$ cat config.mk
export PLATFORM = sky130hd
export DESIGN_NAME = extended_euclidean_gcd
export DESIGN_NICKNAME = d
export VERILOG_FILES = /design/src/rtl/eeg_pkg.sv /design/src/rtl/eeg_div_unit.sv /design/src/rtl/extended_euclidean_gcd.sv
export SDC_FILE = /design/constraint.sdc
export NUM_CORES = 1
export LEC_CHECK = 0
export ABC_AREA = 1
export BUFFER_PORTS_ARGS = -buffer_cell sky130_fd_sc_hd__buf_4
export CAP_MARGIN = 20
export CORE_AREA = 2 2 281 283
export CTS_CLUSTER_DIAMETER = 60
export DETAILED_ROUTE_END_ITERATION = 10
export DIE_AREA = 0 0 283 285
export HOLD_SLACK_MARGIN = 0.1
export PLACE_DENSITY = 0.57
export SLEW_MARGIN = 5
export SYNTH_ARGS = -nofsm -noshare
export SYNTH_HDL_FRONTEND = slang
export SYNTH_SLANG_ARGS = --single-unit
$ cat constraint.sdc
create_clock -name clk -period 40.1 [get_ports clk]
set_input_delay 2.005 -clock clk [delete_from_list [all_inputs] [get_ports clk]]
set_output_delay 2.005 -clock clk [all_outputs]
set_load 0.05 [all_outputs]
$ cat src/rtl/eeg_pkg.sv
package eeg_pkg;

  // Default operand width.
  localparam int EEG_WIDTH = 32;

  // Sequencer states of the top level.
  typedef enum logic [1:0] {
    ST_IDLE,
    ST_CHECK,
    ST_DIV,
    ST_DONE
  } eeg_state_t;

  // Status that the division unit reports to the sequencer.
  typedef struct packed {
    logic busy;
    logic done;
  } eeg_div_stat_t;

endpackage

$ cat src/rtl/eeg_div_unit.sv
// Shared division unit: restoring division, one quotient bit per cycle, MSB first.
// Each quotient bit also feeds a Horner accumulation of quotient * coefficient
// for both coefficient chains, so that the products are ready with the remainder.
module eeg_div_unit #(
  parameter int WIDTH = eeg_pkg::EEG_WIDTH
) (
  input  logic                  clk,
  input  logic                  rst_n,
  input  logic                  start,
  input  logic [WIDTH-1:0]      dividend,
  input  logic [WIDTH-1:0]      dvsr,
  input  logic [WIDTH:0]        mul_s,
  input  logic [WIDTH:0]        mul_t,
  output eeg_pkg::eeg_div_stat_t stat,
  output logic [WIDTH-1:0]      remainder,
  output logic [WIDTH:0]        prod_s,
  output logic [WIDTH:0]        prod_t
);

  localparam int CNT_W = $clog2(WIDTH);

  logic             busy_r, busy_nxt;
  logic             done_r, done_nxt;
  logic [CNT_W-1:0] cnt_r, cnt_nxt;
  logic [WIDTH-1:0] num_r, num_nxt;
  logic [WIDTH-1:0] den_r, den_nxt;
  logic [WIDTH-1:0] rem_r, rem_nxt;
  logic [WIDTH:0]   ms_r, ms_nxt;
  logic [WIDTH:0]   mt_r, mt_nxt;
  logic [WIDTH:0]   ps_r, ps_nxt;
  logic [WIDTH:0]   pt_r, pt_nxt;

  logic [WIDTH:0]   shifted;
  logic             q_bit;

  // One restoring step: bring down the next dividend bit and try to subtract.
  assign shifted = {rem_r, num_r[WIDTH-1]};
  assign q_bit   = (shifted >= {1'b0, den_r});

  always_comb begin
    busy_nxt = busy_r;
    done_nxt = 1'b0;
    cnt_nxt  = cnt_r;
    num_nxt  = num_r;
    den_nxt  = den_r;
    rem_nxt  = rem_r;
    ms_nxt   = ms_r;
    mt_nxt   = mt_r;
    ps_nxt   = ps_r;
    pt_nxt   = pt_r;
    if (start) begin
      busy_nxt = 1'b1;
      cnt_nxt  = CNT_W'(WIDTH - 1);
      num_nxt  = dividend;
      den_nxt  = dvsr;
      rem_nxt  = '0;
      ms_nxt   = mul_s;
      mt_nxt   = mul_t;
      ps_nxt   = '0;
      pt_nxt   = '0;
    end else if (busy_r) begin
      num_nxt = {num_r[WIDTH-2:0], 1'b0};
      if (q_bit) begin
        rem_nxt = WIDTH'(shifted - {1'b0, den_r});
      end else begin
        rem_nxt = shifted[WIDTH-1:0];
      end
      // Horner form: product = 2 * product + bit * coefficient, modulo 2^(WIDTH+1).
      ps_nxt = {ps_r[WIDTH-1:0], 1'b0} + (q_bit ? ms_r : '0);
      pt_nxt = {pt_r[WIDTH-1:0], 1'b0} + (q_bit ? mt_r : '0);
      if (cnt_r == '0) begin
        busy_nxt = 1'b0;
        done_nxt = 1'b1;
      end else begin
        cnt_nxt = cnt_r - 1'b1;
      end
    end
  end

  always_ff @(posedge clk) begin
    if (!rst_n) begin
      busy_r <= 1'b0;
      done_r <= 1'b0;
      cnt_r  <= '0;
    end else begin
      busy_r <= busy_nxt;
      done_r <= done_nxt;
      cnt_r  <= cnt_nxt;
    end
  end

  always_ff @(posedge clk) begin
    num_r <= num_nxt;
    den_r <= den_nxt;
    rem_r <= rem_nxt;
    ms_r  <= ms_nxt;
    mt_r  <= mt_nxt;
    ps_r  <= ps_nxt;
    pt_r  <= pt_nxt;
  end

  assign stat.busy = busy_r;
  assign stat.done = done_r;
  assign remainder = rem_r;
  assign prod_s    = ps_r;
  assign prod_t    = pt_r;

endmodule

$ cat src/rtl/extended_euclidean_gcd.sv
// Extended Euclidean gcd with Bezout coefficients.
// Input channel in_*: a request carries operand_a and operand_b, each WIDTH bits.
// Output channel out_*: one result per request with coeff_s, coeff_t (WIDTH+1 bits,
// two's complement) and divisor, so that a*coeff_s + b*coeff_t = divisor.
// in_tready is high only while the sequencer is idle; the block works on one
// request at a time. Each Euclid step runs one division on the shared
// bit-serial divider, which resolves one quotient bit per cycle. The number of
// Euclid steps is at most about 1.5*WIDTH. When b is zero no division runs:
// the sequencer passes from ST_CHECK straight to ST_DONE, which loads the
// output register.
// A finished result sits in the output register until it is taken, and the next
// request is accepted meanwhile; if that request finishes while the receiver still
// stalls, the sequencer holds its result until the output register frees up.
// Synchronous active-low reset empties the output register and returns the
// sequencer to idle.
module extended_euclidean_gcd #(
  parameter int WIDTH = eeg_pkg::EEG_WIDTH
) (
  input  logic                               clk,
  input  logic                               rst_n,
  input  logic                               in_tvalid,
  output logic                               in_tready,
  // Fields from bit 0 up: operand_a, operand_b, zero padding.
  input  logic [((2*WIDTH+7)/8)*8-1:0]       in_tdata,
  output logic                               out_tvalid,
  input  logic                               out_tready,
  // Fields from bit 0 up: coeff_s, coeff_t, divisor, zero padding.
  output logic [((3*WIDTH+2+7)/8)*8-1:0]     out_tdata
);

  localparam int OUT_TDATA_W = ((3*WIDTH+2+7)/8)*8;

  eeg_pkg::eeg_state_t    state_r, state_nxt;
  eeg_pkg::eeg_div_stat_t div_stat;

  logic [WIDTH-1:0] rem_hi_r, rem_hi_nxt;
  logic [WIDTH-1:0] rem_lo_r, rem_lo_nxt;
  logic [WIDTH:0]   sa_r, sa_nxt;
  logic [WIDTH:0]   sb_r, sb_nxt;
  logic [WIDTH:0]   ta_r, ta_nxt;
  logic [WIDTH:0]   tb_r, tb_nxt;

  logic             out_valid_r, out_valid_nxt;
  logic [WIDTH:0]   out_s_r, out_s_nxt;
  logic [WIDTH:0]   out_t_r, out_t_nxt;
  logic [WIDTH-1:0] out_d_r, out_d_nxt;

  logic             div_start;
  logic             out_free;
  logic [WIDTH-1:0] div_rem;
  logic [WIDTH:0]   div_ps;
  logic [WIDTH:0]   div_pt;

  eeg_div_unit #(
    .WIDTH(WIDTH)
  ) u_div (
    .clk      (clk),
    .rst_n    (rst_n),
    .start    (div_start),
    .dividend (rem_hi_r),
    .dvsr     (rem_lo_r),
    .mul_s    (sb_r),
    .mul_t    (tb_r),
    .stat     (div_stat),
    .remainder(div_rem),
    .prod_s   (div_ps),
    .prod_t   (div_pt)
  );

  assign out_free  = !out_valid_r || out_tready;
  assign in_tready = (state_r == eeg_pkg::ST_IDLE);

  // Sequencer: load operands, run division steps until the low remainder is zero, then output the result.
  always_comb begin
    state_nxt     = state_r;
    rem_hi_nxt    = rem_hi_r;
    rem_lo_nxt    = rem_lo_r;
    sa_nxt        = sa_r;
    sb_nxt        = sb_r;
    ta_nxt        = ta_r;
    tb_nxt        = tb_r;
    out_valid_nxt = out_valid_r;
    out_s_nxt     = out_s_r;
    out_t_nxt     = out_t_r;
    out_d_nxt     = out_d_r;
    div_start     = 1'b0;

    if (out_valid_r && out_tready) begin
      out_valid_nxt = 1'b0;
    end

    case (state_r)
      eeg_pkg::ST_IDLE: begin
        if (in_tvalid) begin
          rem_hi_nxt = in_tdata[WIDTH-1:0];
          rem_lo_nxt = in_tdata[2*WIDTH-1:WIDTH];
          sa_nxt     = (WIDTH+1)'(1);
          sb_nxt     = '0;
          ta_nxt     = '0;
          tb_nxt     = (WIDTH+1)'(1);
          state_nxt  = eeg_pkg::ST_CHECK;
        end
      end
      eeg_pkg::ST_CHECK: begin
        if (rem_lo_r == '0) begin
          state_nxt = eeg_pkg::ST_DONE;
        end else begin
          div_start = 1'b1;
          state_nxt = eeg_pkg::ST_DIV;
        end
      end
      eeg_pkg::ST_DIV: begin
        // Shift the remainder and coefficient pairs once the quotient is known.
        if (div_stat.done) begin
          rem_hi_nxt = rem_lo_r;
          rem_lo_nxt = div_rem;
          sa_nxt     = sb_r;
          sb_nxt     = sa_r - div_ps;
          ta_nxt     = tb_r;
          tb_nxt     = ta_r - div_pt;
          state_nxt  = eeg_pkg::ST_CHECK;
        end
      end
      eeg_pkg::ST_DONE: begin
        if (out_free) begin
          out_valid_nxt = 1'b1;
          out_s_nxt     = sa_r;
          out_t_nxt     = ta_r;
          out_d_nxt     = rem_hi_r;
          state_nxt     = eeg_pkg::ST_IDLE;
        end
      end
      default: begin
        state_nxt = eeg_pkg::ST_IDLE;
      end
    endcase
  end

  always_ff @(posedge clk) begin
    if (!rst_n) begin
      state_r     <= eeg_pkg::ST_IDLE;
      out_valid_r <= 1'b0;
    end else begin
      state_r     <= state_nxt;
      out_valid_r <= out_valid_nxt;
    end
  end

  always_ff @(posedge clk) begin
    rem_hi_r <= rem_hi_nxt;
    rem_lo_r <= rem_lo_nxt;
    sa_r     <= sa_nxt;
    sb_r     <= sb_nxt;
    ta_r     <= ta_nxt;
    tb_r     <= tb_nxt;
    out_s_r  <= out_s_nxt;
    out_t_r  <= out_t_nxt;
    out_d_r  <= out_d_nxt;
  end

  assign out_tvalid = out_valid_r;
  assign out_tdata  = OUT_TDATA_W'({out_d_r, out_t_r, out_s_r});

endmodule
==> results of run 1 <==
sequential cells by signal, indices dropped and copies added, names as in the netlist, 33 cells and up:
| name | count |
|---|---|
| u_div.mt_r | 33 |
| sa_r | 33 |
| out_s_r | 33 |
| tb_r | 33 |
| sb_r | 33 |
| u_div.prod_t | 33 |
| ta_r | 33 |
| u_div.prod_s | 33 |
| u_div.ms_r | 33 |
| out_t_r | 33 |
per-stage QoR:
| step | setup WS [ns] | total power [mW] | util [%] | cells | cell area [µm²] |
|---|---|---|---|---|---|
| 6_report | 35.24 | 2.32 | 42.7 | 4608 | 33300 |
| 5_1_grt | 34.76 | 2.49 | 42.7 | 4608 | 33300 |
| 4_1_cts | 35.19 | 2.34 | 42.7 | 4606 | 33300 |
| 3_5_place_dp | 35.19 | 1.69 | 39.7 | 4479 | 30900 |
| 3_3_place_gp | 35.32 | 1.69 | 39.7 | 4479 | 30900 |
| 2_1_floorplan | 23.68 | 1.45 | - | 3325 | 28600 |
report_power, final:
part,total (mW),switching [mW],internal [mW]
clock,0.639,0.255,0.385
combinational,0.860,0.598,0.262
sequential,0.825,0.0781,0.746
final cells by class:
cell class,count,area (µm²)
repair buffers,181,1380
fillers,7760,44700
clock buffers,85,1840
inverters,497,1880
flip-flops and latches,532,14900
well taps,1050,1310
multi-input cells,2220,11500
diodes,1,2.50
clock inverters,42,523
layout by cell type, fill, tap and decap left out, drive strengths merged:
master / count
and2: 2
a31oi: 15
o21bai: 21
clkinv: 18
o221ai: 3
xnor2: 25
nand4: 14
bufinv: 8
nand2: 778
nor3: 31
o211ai: 27
o21ai: 223
inv: 508
xor2: 22
a211oi: 1
buf: 181
o21a: 10
edfxtp: 424
ha: 160
clkinvlp: 5
fa: 5
conb: 6
nor2: 380
clkbuf: 85
nand3: 144
a21boi: 8
dfxtp: 108
nand3b: 1
a21o: 15
nor4: 17
nor3b: 1
o22ai: 29
or2: 11
a21oi: 271
diode: 1
path summary, 6_finish.rpt:
kind,start,endpoint,slack (ns),cells past startpoint
setup reg to reg,u_div.den_r[8],u_div.prod_s[25],35.24,26
setup / recovery,u_div.den_r[8],u_div.prod_s[25],35.24,26
hold / removal,rem_hi_r[0],out_d_r[0],0.44,0
hold reg to reg,rem_hi_r[0],out_d_r[0],0.44,0
per-layer routing:
metal	GRT usage [%]	routed length, µm
met2	30.7	35500
met3	2.95	4310
met4	5.51	1650
met5	0	0
met1	27.9	38600
critical path: stages (launching register included):
cell and delay, ns:
edfxtp_1 0.36, inv_1 0.07, ha_1 0.26, nand2_1 0.16, inv_1 0.06, nand2_1 0.06
and2_1 0.16, nand2_1 0.07, nand2_1 0.06, nand3_1 0.12, nand2_1 0.10, nand2_2 0.06
inv_2 0.55, buf_4 0.55, nor2_1 0.09, ha_1 0.23, fa_1 0.41, nand3_1 0.10
nand2_1 0.11, nand2_1 0.08, nand3_1 0.10, a21oi_1 0.30, o21ai_0 0.23, nand2_1 0.14
nand3_1 0.07, nand3_1 0.08, o21ai_0 0.09
cells by family (layout without fill, tap and decap cells):
logic type               count (synthesis)  count (layout)  share of synthesized area [%]
XOR/XNOR                                47              47                           1.44
AO/OA/AOI/OAI                          623             623                           11.9
buffers and inverters                  573             805                           7.84
AND/OR/NAND/NOR                       1379            1379                           19.3
flip-flops                             532             532                           52.1
other                                    1               7                         0.0131
adder cells (fa/ha/maj)                165             165                           7.36
==> metrics.md, run 1 <==
| Metric | Value |
|---|---|
| Hold WS | `0.445 ns` |
| Setup_tns | `0 ns` |
| Ratio of cells with drive above 1 in the final layout | `between 8 and 9%` |
| Drt first-iter violations | `1821` |
| Die Ht | `285 µm` |
| Total gr overflow | `0` |
| CTS tree | `built` |
| Max clock buf depth | `3` |
| Synth Area per Inst | `about 8.6 µm²` |
| WS Path Type | `reg -> reg` |
| Port bufs | `167` |
| Cells after synthesis | `approximately 3.3k` |
| Global Route Usage Sum | `19.5%` |
| Max cap viols | `0` |
| DP Wirelength | `58.6 mm` |
| PwrDens | `69.8 nW/µm²` |
| Peak Freq | `206 MHz` |
| Gpl congestion | `0.925` |
| Required @ worst endpoint | `40.56 ns` |
| Tcrit/Tclk final | `12.1%` |
| Area contributors post-synth | `edfxtp_1, nand2_1, dfxtp_1` |
| Core area | `78000 µm²` |
| Final Max Slew Viols | `0` |
| Worst-path clk slew | `0.05 ns` |
| WL final | `approximately 80 mm` |
| Worst Hold Class | `reg -> reg` |
| Initial Util | `36.6%` |
| I/O Pins | `174` |
| Ys Warns | `0` |
| Critical path data arrival time | `5.32 ns` |
| Min Tclk post-route | `4.86 ns` |
| Htree depth | `3` |
| Largest net degree at the start of global routing | `96` |
| Yosys reg bits | `532` |
| DRC | `0` |
| Initial DRT Pass Iterations | `6` |
| Num CTS Buffers | `69` |
| Worst-path fanout max | `40` |
| Clock skew | `0.0238 ns` |
| Yosys top cell area share | `around 45%` |
| Sequential fraction of the synthesis area | `52.1%` |
| Vias/cell | `4.95` |
| Die X | `283 µm` |
| Antenna-violating nets left | `0` |
| Clk_lat worst skew | `0.62 ns` |
| Setup bufs post-CTS | `0` |
| Clock sinks | `532` |
| Antenna violations before repair | `1` |
| Status | `complete, no violations` |
| Synth Cell Area | `28600 µm²` |
| Slew HR | `a little under a third` |
| Final nets | `3734` |
| DR WL/cell | `17.4 µm` |
| Setup violations, final | `0` |
| Most common cell in the netlist | `nand2_1` |
| VDD IR max | `about 0.040 mV` |
| RSZ-0062 raised after global routing | `false` |
| Post-CTS Hold Fix Bufs | `0` |
| Async SR Flop Fraction | `0%` |
| Area Overhead vs Synth | `16.6%` |
| First-pass GRT wire length | `roughly 120 mm` |
| Via count | `22.8k` |
| Post-synth cell types | `41` |
| Top_reg_cell synth | `edfxtp_1` |
| Post-CTS Resized | `0` |
| Leakage | `14.3 nW` |
| Final hold violation count | `0` |
| Area leader, netlist | `edfxtp_1` |
| Number of global-route vias before repair | `~22k` |
| CP Launch Type | `flop` |
| Root Buffer Master | `clkbuf_16` |
| Worst-Margin Slew | `1.02 ns` |
| Die area | `80700 µm²` |
| Most frequent cells after synthesis | `nand2_1, inv_1, edfxtp_1` |
| Row count | `103` |
| Critical path capture point type | `flop` |
| Post-synth EDFFs | `424` |
Note: power is estimated with default switching activity, not from simulation.
==> inputs of run 2 (changes only) <==
--- a/config.mk
+++ b/config.mk
@@ -5,15 +5,15 @@
 export SDC_FILE = /design/constraint.sdc
 export NUM_CORES = 1
 export LEC_CHECK = 0
-export ABC_AREA = 1
+export ABC_AREA = 0
 export BUFFER_PORTS_ARGS = -buffer_cell sky130_fd_sc_hd__buf_4
 export CAP_MARGIN = 20
-export CORE_AREA = 2 2 281 283
+export CORE_AREA = 2 2 278 280
 export CTS_CLUSTER_DIAMETER = 60
 export DETAILED_ROUTE_END_ITERATION = 10
-export DIE_AREA = 0 0 283 285
+export DIE_AREA = 0 0 280 282
 export HOLD_SLACK_MARGIN = 0.1
-export PLACE_DENSITY = 0.57
+export PLACE_DENSITY = 0.59
 export SLEW_MARGIN = 5
 export SYNTH_ARGS = -nofsm -noshare
 export SYNTH_HDL_FRONTEND = slang
==> constraint.sdc (replaced) <==
create_clock -name clk -period 4.2 [get_ports clk]
set_input_delay 0.21 -clock clk [delete_from_list [all_inputs] [get_ports clk]]
set_output_delay 0.21 -clock clk [all_outputs]
set_load 0.05 [all_outputs]
==> run 2 against run 1 <==
  * The flow now finishes with violations (setup timing)
  * Sequential share of layout area shrank 3.4 points
  * Routed wire length down 5.3%
  * Clock power rose to 8.7 times the previous value
  * Sequential cell count unchanged
  * First-iteration DRC count decreased by 19%
==> metrics.md, run 2 <==
| Metric | Value |
|---|---|
| Row count | `101 (-1.9%)` |
| Sequential fraction of the synthesis area | `53.4% (+1.3 points)` |
| Top_reg_cell synth | `edfxtp_1` |
| Ratio of cells with drive above 1 in the final layout | `22.3% (+13 points)` |
| Final instance area | `36100 µm² (+8.3%)` |
| Power Internal | `14.5 mW (+940%)` |
| Initial Util | `36.8% (+0.17 points)` |
| CTS tree | `built` |
| DR WL/cell | `18.1 µm (+4.4%)` |
| Switching share of power | `36.2% (-3.9 points)` |
| DP Wirelength | `51.4 mm (-12%)` |
| Worst-path fanout max | `11 (-73%)` |
| Area leader, netlist | `edfxtp_1` |
| Critical path capture point type | `flop` |
| Core area | `75700 µm² (-2.9%)` |
| VDD IR max | `0.368 mV (+820%)` |
| Worst Hold Class | `in -> reg` |
| Setup violations, final | `19 (+19)` |
| Total gr overflow | `0 (unchanged)` |
| First-pass GRT wire length | `119 mm (-4.1%)` |
| # placed instances | `3975 (-11%)` |
| Status | `finished with violations` |
| Root Buffer Master | `clkbuf_16` |
| Yosys top cell area share | `45.7% (+1.1 points)` |
| Clock sinks | `532 (unchanged)` |
| Min Tclk post-route | `4.42 ns (-0.441 ns)` |
| Multi-input logic area | `13100 µm² (+14%)` |
| Ys Warns | `0 (unchanged)` |
| Synth Area per Inst | `10.4 µm² (+21%)` |
| Number of global-route vias before repair | `22.1k (-0.11%)` |
| Peak Freq | `226 MHz (+10%)` |
| Initial DRT Pass Iterations | `5 (-1)` |
| Num CTS Buffers | `58 (-16%)` |
| Cells after synthesis | `2683 (-19%)` |
| Tcrit/Tclk final | `105% (+93 points)` |
| Clock skew | `0.0227 ns (-0.00118 ns)` |
| Flop pwr share | `31.3% (-4.2 points)` |
| WL final | `75.8 mm (-5.3%)` |
| Drt first-iter violations | `1473 (-19%)` |
| Slew HR | `39.0% (+7.2 points)` |
| CP Launch Type | `flop` |
| Required @ worst endpoint | `4.68 ns (-35.88 ns)` |
| Post-synth EDFFs | `424 (unchanged)` |
| Final hold violation count | `0 (unchanged)` |
| Max clock buf depth | `3 (unchanged)` |
| Area Overhead vs Synth | `29.4%` |
| Most common cell after layout, fill and taps aside | `nand2_1` |
| Violated checks | `setup timing` |
| Fillers | `6911 (-11%)` |
| Clk_lat worst skew | `0.63 ns (about the same)` |
| Worst Slack Setup Final | `-0.221 ns (-35.46 ns)` |
| Die area | `79000 µm² (-2.1%)` |
| Clk pwr share | `24.6% (-2.9 points)` |
| Area contributors post-synth | `edfxtp_1, dfxtp_1, ha_1` |
| Antenna violations before repair | `0 (-1)` |
| Dpl cell area | `32100 µm² (+3.8%)` |
| Via count | `21.8k (-4.4%)` |
| Most frequent cells in the layout | `nand2_1, edfxtp_1, buf_4` |
| Die Ht | `282 µm (-1.1%)` |
| Yosys reg bits | `532 (unchanged)` |
| RSZ-0062 raised after global routing | `true` |
| Most common cell in the netlist | `nand2_1` |
| Global Route Usage Sum | `18.8% (-0.76 points)` |
| Die X | `280 µm (-1.1%)` |
| Final Max Slew Viols | `0 (unchanged)` |
| N_diodes | `0 (-1)` |
| Htree depth | `2 (-1)` |
| Comb pwr share | `44.2% (+7.2 points)` |
| Max cap viols | `0 (unchanged)` |
| PwrDens | `628 nW/µm² (+800%)` |
| Largest net degree at the start of global routing | `105 (+9.4%)` |
| Fin util | `47.7% (+4.9 points)` |
| Sw Pwr | `8.19 mW (+780%)` |
| Worst-Margin Slew | `0.915 ns (-0.108 ns)` |
| Most frequent cells after synthesis | `nand2_1, edfxtp_1, nor2_1` |
| Port bufs | `167 (unchanged)` |
| Vias/cell | `5.21 (+5.3%)` |
| Register area | `14900 µm² (about the same)` |
| Worst-path clk slew | `0.06 ns (about the same)` |
| Post-synth cell types | `85 (+110%)` |
| DRC | `0 (unchanged)` |
| Antenna-violating nets left | `0 (unchanged)` |
| Synth Cell Area | `27900 µm² (-2.5%)` |
| R2R Setup Slk | `-0.22 ns (-35.46 ns)` |
| I/O Pins | `174 (unchanged)` |
| WS Path Type | `reg -> reg` |
| Final nets | `3387 (-9.3%)` |
| Hold WS | `0.391 ns (-0.0536 ns)` |
| Post-route insts no fill | `4182 (-9.2%)` |
| Async SR Flop Fraction | `0% (unchanged)` |
| Leakage | `14.8 nW (+3.5%)` |
| Gpl congestion | `0.901 (-2.5%)` |
| Critical path data arrival time | `4.90 ns (-0.42 ns)` |
-- run 2: cell count changes in the layout (fill, tap and decap cells not counted), sizes merged, moves of 67 or more --
cell         delta
a21oi         -123
and2          +139
buf           +266
dlygate4sd3    +67
inv           -367
nand2         -346
nand3         -104
nor2          -177
o21ai         -101
-- run 2: logic make-up after synthesis --
group,after synthesis,synth area share (%)
and+or+nand+nor,1002,16.7
AOI/OAI and AO/OA,567,13.3
DFF,532,53.4
buffers and inverters,245,3.48
adders and majority gates,165,7.54
xor gates and xnor gates,124,3.90
muxes,47,1.69
other,1,0.0135
-- run 2: power groups by stage --
stage          Clock (mW)  Combinational [mW]  Sequential [mW]
6_report             5.56                10.0             7.08
5_1_grt              5.90                11.0             7.16
4_1_cts              5.70                9.59             7.06
3_5_place_dp            0                8.92             7.15
3_3_place_gp            0                8.79             7.13
2_1_floorplan           0                5.96             7.03
-- run 2: final cells by class --
| class | instances | share of cell area (%) |
|---|---|---|
| Inverter | 137 | 1.44 |
| Sequential cell | 532 | 41.3 |
| Multi-Input combinational cell | 1911 | 36.3 |
| Clock buffer | 73 | 4.43 |
| Clock inverter | 37 | 1.38 |
| Tap cell | 978 | 3.39 |
| Timing Repair Buffer | 514 | 11.8 |
-- run 2: stage by stage --
step,total power [mW],setup TNS [ns],setup WS [ns]
after floorplan,13.0,-0.282,-0.121
after global placement,15.9,-3.21,-0.233
after detailed placement,16.1,-5.49,-0.308
after CTS,22.4,-1.50,-0.185
after global routing,24.1,-8.27,-0.418
final,22.6,-2.11,-0.221
-- run 2: path summary, 6_finish.rpt --
| kind | start | end | depth (start not counted) |
|---|---|---|---|
| min reg2reg | tb_r[30] | u_div.mt_r[30] | 0 |
| min | in_tdata[23] | rem_hi_r[23] | 4 |
| max reg2reg | u_div.den_r[16] | u_div.prod_s[21] | 20 |
| max | u_div.den_r[16] | u_div.prod_s[21] | 20 |
-- run 2: critical path, stage by stage, from the launching register on --
cell	delay, ns
edfxtp_1	0.38
inv_1	0.07
ha_2	0.30
a21oi_2	0.17
o21ai_2	0.09
or3_4	0.39
o21ai_4	0.19
o2111ai_4	0.19
buf_12	0.20
buf_8	0.14
and2_4	0.16
ha_4	0.23
a211o_1	0.32
a21oi_2	0.17
o2bb2ai_2	0.16
a211oi_4	0.07
and2_1	0.15
o41a_1	0.37
a211oi_2	0.27
xor2_1	0.16
o22ai_1	0.08
-- run 2: timing repair --
action                                  4_1_cts  5_1_grt
gates cloned                                  1        0
buffers inserted                             18       10
endpoints found under the hold margin        74        0
hold buffers                                 67        0
pin swaps                                    32       49
gates resized for setup                      83       89
endpoints found under the setup margin       34       43
-- run 2: routing by layer --
metal | up-vias | wire (µm) | part of all wire, % | track usage [%]
met2 | 489 | 36800 | 48 | 32.3
met1 | 10700 | 34100 | 45 | 24.9
li1 | 10500 | - | - | -
met3 | 122 | 3320 | 4.4 | 2.48
met5 | - | 0 | 0 | 0
met4 | 0 | 1660 | 2.2 | 4.74
==> inputs of run 3 (changes only) <==
--- a/config.mk
+++ b/config.mk
@@ -9,6 +9,7 @@
 export BUFFER_PORTS_ARGS = -buffer_cell sky130_fd_sc_hd__buf_4
 export CAP_MARGIN = 20
 export CORE_AREA = 2 2 278 280
+export CTS_BUF_LIST = sky130_fd_sc_hd__clkbuf_2 sky130_fd_sc_hd__clkbuf_4 sky130_fd_sc_hd__clkbuf_8
 export CTS_CLUSTER_DIAMETER = 60
 export DETAILED_ROUTE_END_ITERATION = 10
 export DIE_AREA = 0 0 280 282
==> run 3 against run 2 <==
  * The run still ends with setup timing left
  * Routed wire length is 1.6% higher
  * Final cell count rose by 1.9%
  * Via count grew 1.2%
  * Register-to-register slack about the same
  * Maximum frequency barely moved
  * Critical path depth up 1
  * Global-route usage is 0.45 points higher
  * Sequential share of layout area shrank 0.19 points
  * Non-clock buffer count is 18 higher
  * Combinational power hardly changed
==> metrics.md, run 3 (synthesized netlist as in run 2, its figures left out) <==
| Metric | Value |
|---|---|
| Slew HR | `37.8% (-1.2 points)` |
| Status | `finished with violations` |
| Fillers | `6948 (+0.54%)` |
| Final Max Slew Viols | `0 (unchanged)` |
| Clk_lat worst skew | `0.71 ns (+0.08 ns)` |
| Worst Slack Setup Final | `-0.224 ns (-0.00267 ns)` |
| Largest net degree at the start of global routing | `105 (unchanged)` |
| Row count | `101 (unchanged)` |
| WS Path Type | `reg -> reg` |
| R2R Setup Slk | `-0.22 ns (about the same)` |
| Drt first-iter violations | `1548 (+5.1%)` |
| Leakage | `14.9 nW (+0.72%)` |
| Setup violations, final | `28 (+9)` |
| DRC | `0 (unchanged)` |
| Required @ worst endpoint | `4.74 ns (+0.06 ns)` |
| WL final | `77.0 mm (+1.6%)` |
| Final nets | `3439 (+1.5%)` |
| Tcrit/Tclk final | `105% (about the same)` |
| CP top delay family | `compound AO/OA/AOI/OAI gates` |
| Peak Freq | `226 MHz (about the same)` |
| Worst-Margin Slew | `0.933 ns (+0.0187 ns)` |
| Most common cell after layout, fill and taps aside | `buf_4` |
| Critical path data arrival time | `4.96 ns (+0.06 ns)` |
| VDD IR max | `0.258 mV (-30%)` |
| Setup_tns | `-2.78 ns (-0.677 ns)` |
| First-pass GRT wire length | `121 mm (+1.7%)` |
| Critical path capture point type | `flop` |
| Clock skew | `0.0443 ns (+0.0216 ns)` |
| PwrDens | `618 nW/µm² (-1.6%)` |
| R2R Path End | `u_div.prod_s[21]` |
| Min Tclk post-route | `4.42 ns (+0.00267 ns)` |
| Worst R2R Start | `u_div.den_r[1]` |
| Max cap viols | `0 (unchanged)` |
| Antenna-violating nets left | `0 (unchanged)` |
| Most frequent cells in the layout | `buf_4, nand2_1, edfxtp_1` |
| Gpl congestion | `0.901 (unchanged)` |
| CP max stage delay | `0.41 ns (+0.02 ns)` |
| Max clock buf depth | `3 (unchanged)` |
| Ratio of cells with drive above 1 in the final layout | `24.8% (+2.5 points)` |
| Min-Delay Endpoint | `rem_hi_r[18]` |
| Final instance area | `36200 µm² (+0.47%)` |
| Global Route Usage Sum | `19.2% (+0.45 points)` |
| WHS Path Cells | `4 (unchanged)` |
| Total gr overflow | `0 (unchanged)` |
| Port bufs | `167 (unchanged)` |
| Total power | `22.4 mW (-1.1%)` |
| I/O Pins | `174 (unchanged)` |
| # placed instances | `3975 (unchanged)` |
| HP Start | `in_tdata[18]` |
| CP Launch Type | `flop` |
| DR WL/cell | `18.1 µm (-0.30%)` |
| Crit path cell chain | `inv_2, ha_4, nor2b_4, o31a_1, o21ai_2, a21oi_2, o21ai_4, o2111ai_4, buf_12, buf_8, and2_4, ha_4, a211o_1, a21oi_2, buf_4, a211oi_2, and2_1, o41a_1, a211oi_2, xor2_1, o22ai_1` |
| Die area | `79000 µm² (unchanged)` |
| RSZ-0062 raised after global routing | `true` |
| DP Wirelength | `51.4 mm (unchanged)` |
| Number of global-route vias before repair | `22.6k (+2.5%)` |
| Reg2reg path depth | `21 (+5.0%)` |
| Dpl cell area | `32100 µm² (unchanged)` |
| Num CTS Buffers | `92 (+59%)` |
| Area Overhead vs Synth | `30.0%` |
| Clock sinks | `532 (unchanged)` |
| Vias/cell | `5.17 (-0.77%)` |
| Worst-path fanout max | `7 (-4)` |
| Violated checks | `setup timing` |
| Core area | `75700 µm² (unchanged)` |
| Initial Util | `36.8% (unchanged)` |
| Final hold violation count | `0 (unchanged)` |
| Htree depth | `3 (+1)` |
| Antenna violations before repair | `1 (+1)` |
| Slowest-stage cell, CP | `edfxtp_1` |
| Die X | `280 µm (unchanged)` |
| Worst Hold Class | `in -> reg` |
| CTS tree | `built` |
| Worst-path clk slew | `0.06 ns (about the same)` |
| Die Ht | `282 µm (unchanged)` |
| Root Buffer Master | `clkbuf_8` |
| Initial DRT Pass Iterations | `5 (unchanged)` |
| Via count | `22.1k (+1.2%)` |
| WP buf/inv | `4 (+1)` |
| Post-route insts no fill | `4263 (+1.9%)` |
-- run 3: cell types whose count changed in the layout (fill, tap and decap cells not counted), moves of 9 or more --
| cell | delta |
|---|---|
| buf_4 | +11 |
| clkbuf_16 | -59 |
| clkbuf_4 | +30 |
| clkbuf_8 | +97 |
| clkinv_1 | +9 |
-- run 3: timing repair --
item	in CTS	in global routing
hold endpoints to repair	74	0
hold buffers	67	0
buffers inserted	28	18
pin swaps	85	72
resized for setup	130	76
cloned	2	0
setup endpoints to repair	35	44
-- run 3: area by class of cell --
cell class,instances,area [µm²],share of cell area [%]
well taps,978,1220,3.38
diodes,1,2.50,0.00691
multi-input cells,1911,13200,36.5
flip-flops and latches,532,14900,41.1
clock buffers,134,1660,4.57
clock inverters,38,272,0.749
repair buffers,532,4450,12.3
inverters,137,519,1.43
-- run 3: metal layers --
metal	vias to the layer above	track usage (%)	wire (µm)
met5	-	0	0
met4	0	6.43	1870
met3	145	3.02	3610
met2	531	32.9	37200
met1	10700	24.8	34300
li1	10700	-	-
-- run 3: worst register-to-register path: cells and delay by family, from the launching register on --
kind | cells | cell delay [ns]
AOI/OAI and AO/OA | 11 | 2.28
xor gates and xnor gates | 1 | 0.16
adders and majority gates | 2 | 0.40
buffers and inverters | 4 | 0.58
DFF | 1 | 0.41
and+or+nand+nor | 3 | 0.45
-- run 3: report_power, final --
| part | switching (mW) | internal [mW] | leakage, nW | total (mW) |
|---|---|---|---|---|
| logic | 5.48 | 4.86 | 9.01 | 10.3 |
| clock network | 2.23 | 2.73 | 1.01 | 4.96 |
| registers | 0.570 | 6.52 | 4.91 | 7.09 |
-- run 3: worst max path at each step --
stage / cells after the start / to / slack [ns] / from
after floorplan: 22 / u_div.prod_s[21] / -0.12 / u_div.den_r[1]
after global placement: 22 / u_div.prod_t[31] / -0.23 / u_div.den_r[6]
after detailed placement: 22 / u_div.prod_t[29] / -0.31 / u_div.den_r[6]
after CTS: 21 / u_div.prod_s[21] / -0.20 / u_div.den_r[8]
after global routing: 23 / u_div.prod_t[31] / -0.40 / u_div.den_r[1]
final: 21 / u_div.prod_s[21] / -0.22 / u_div.den_r[1]
-- run 3: stage by stage --
| stage | hold slack [ns] | utilization (%) | setup slack (ns) |
|---|---|---|---|
| after floorplan | 0.324 | - | -0.121 |
| after global placement | 0.421 | 42.4 | -0.233 |
| after detailed placement | 0.426 | 42.4 | -0.308 |
| after CTS | 0.244 | 47.1 | -0.204 |
| after global routing | 0.294 | 47.9 | -0.400 |
| final | 0.321 | 47.9 | -0.224 |
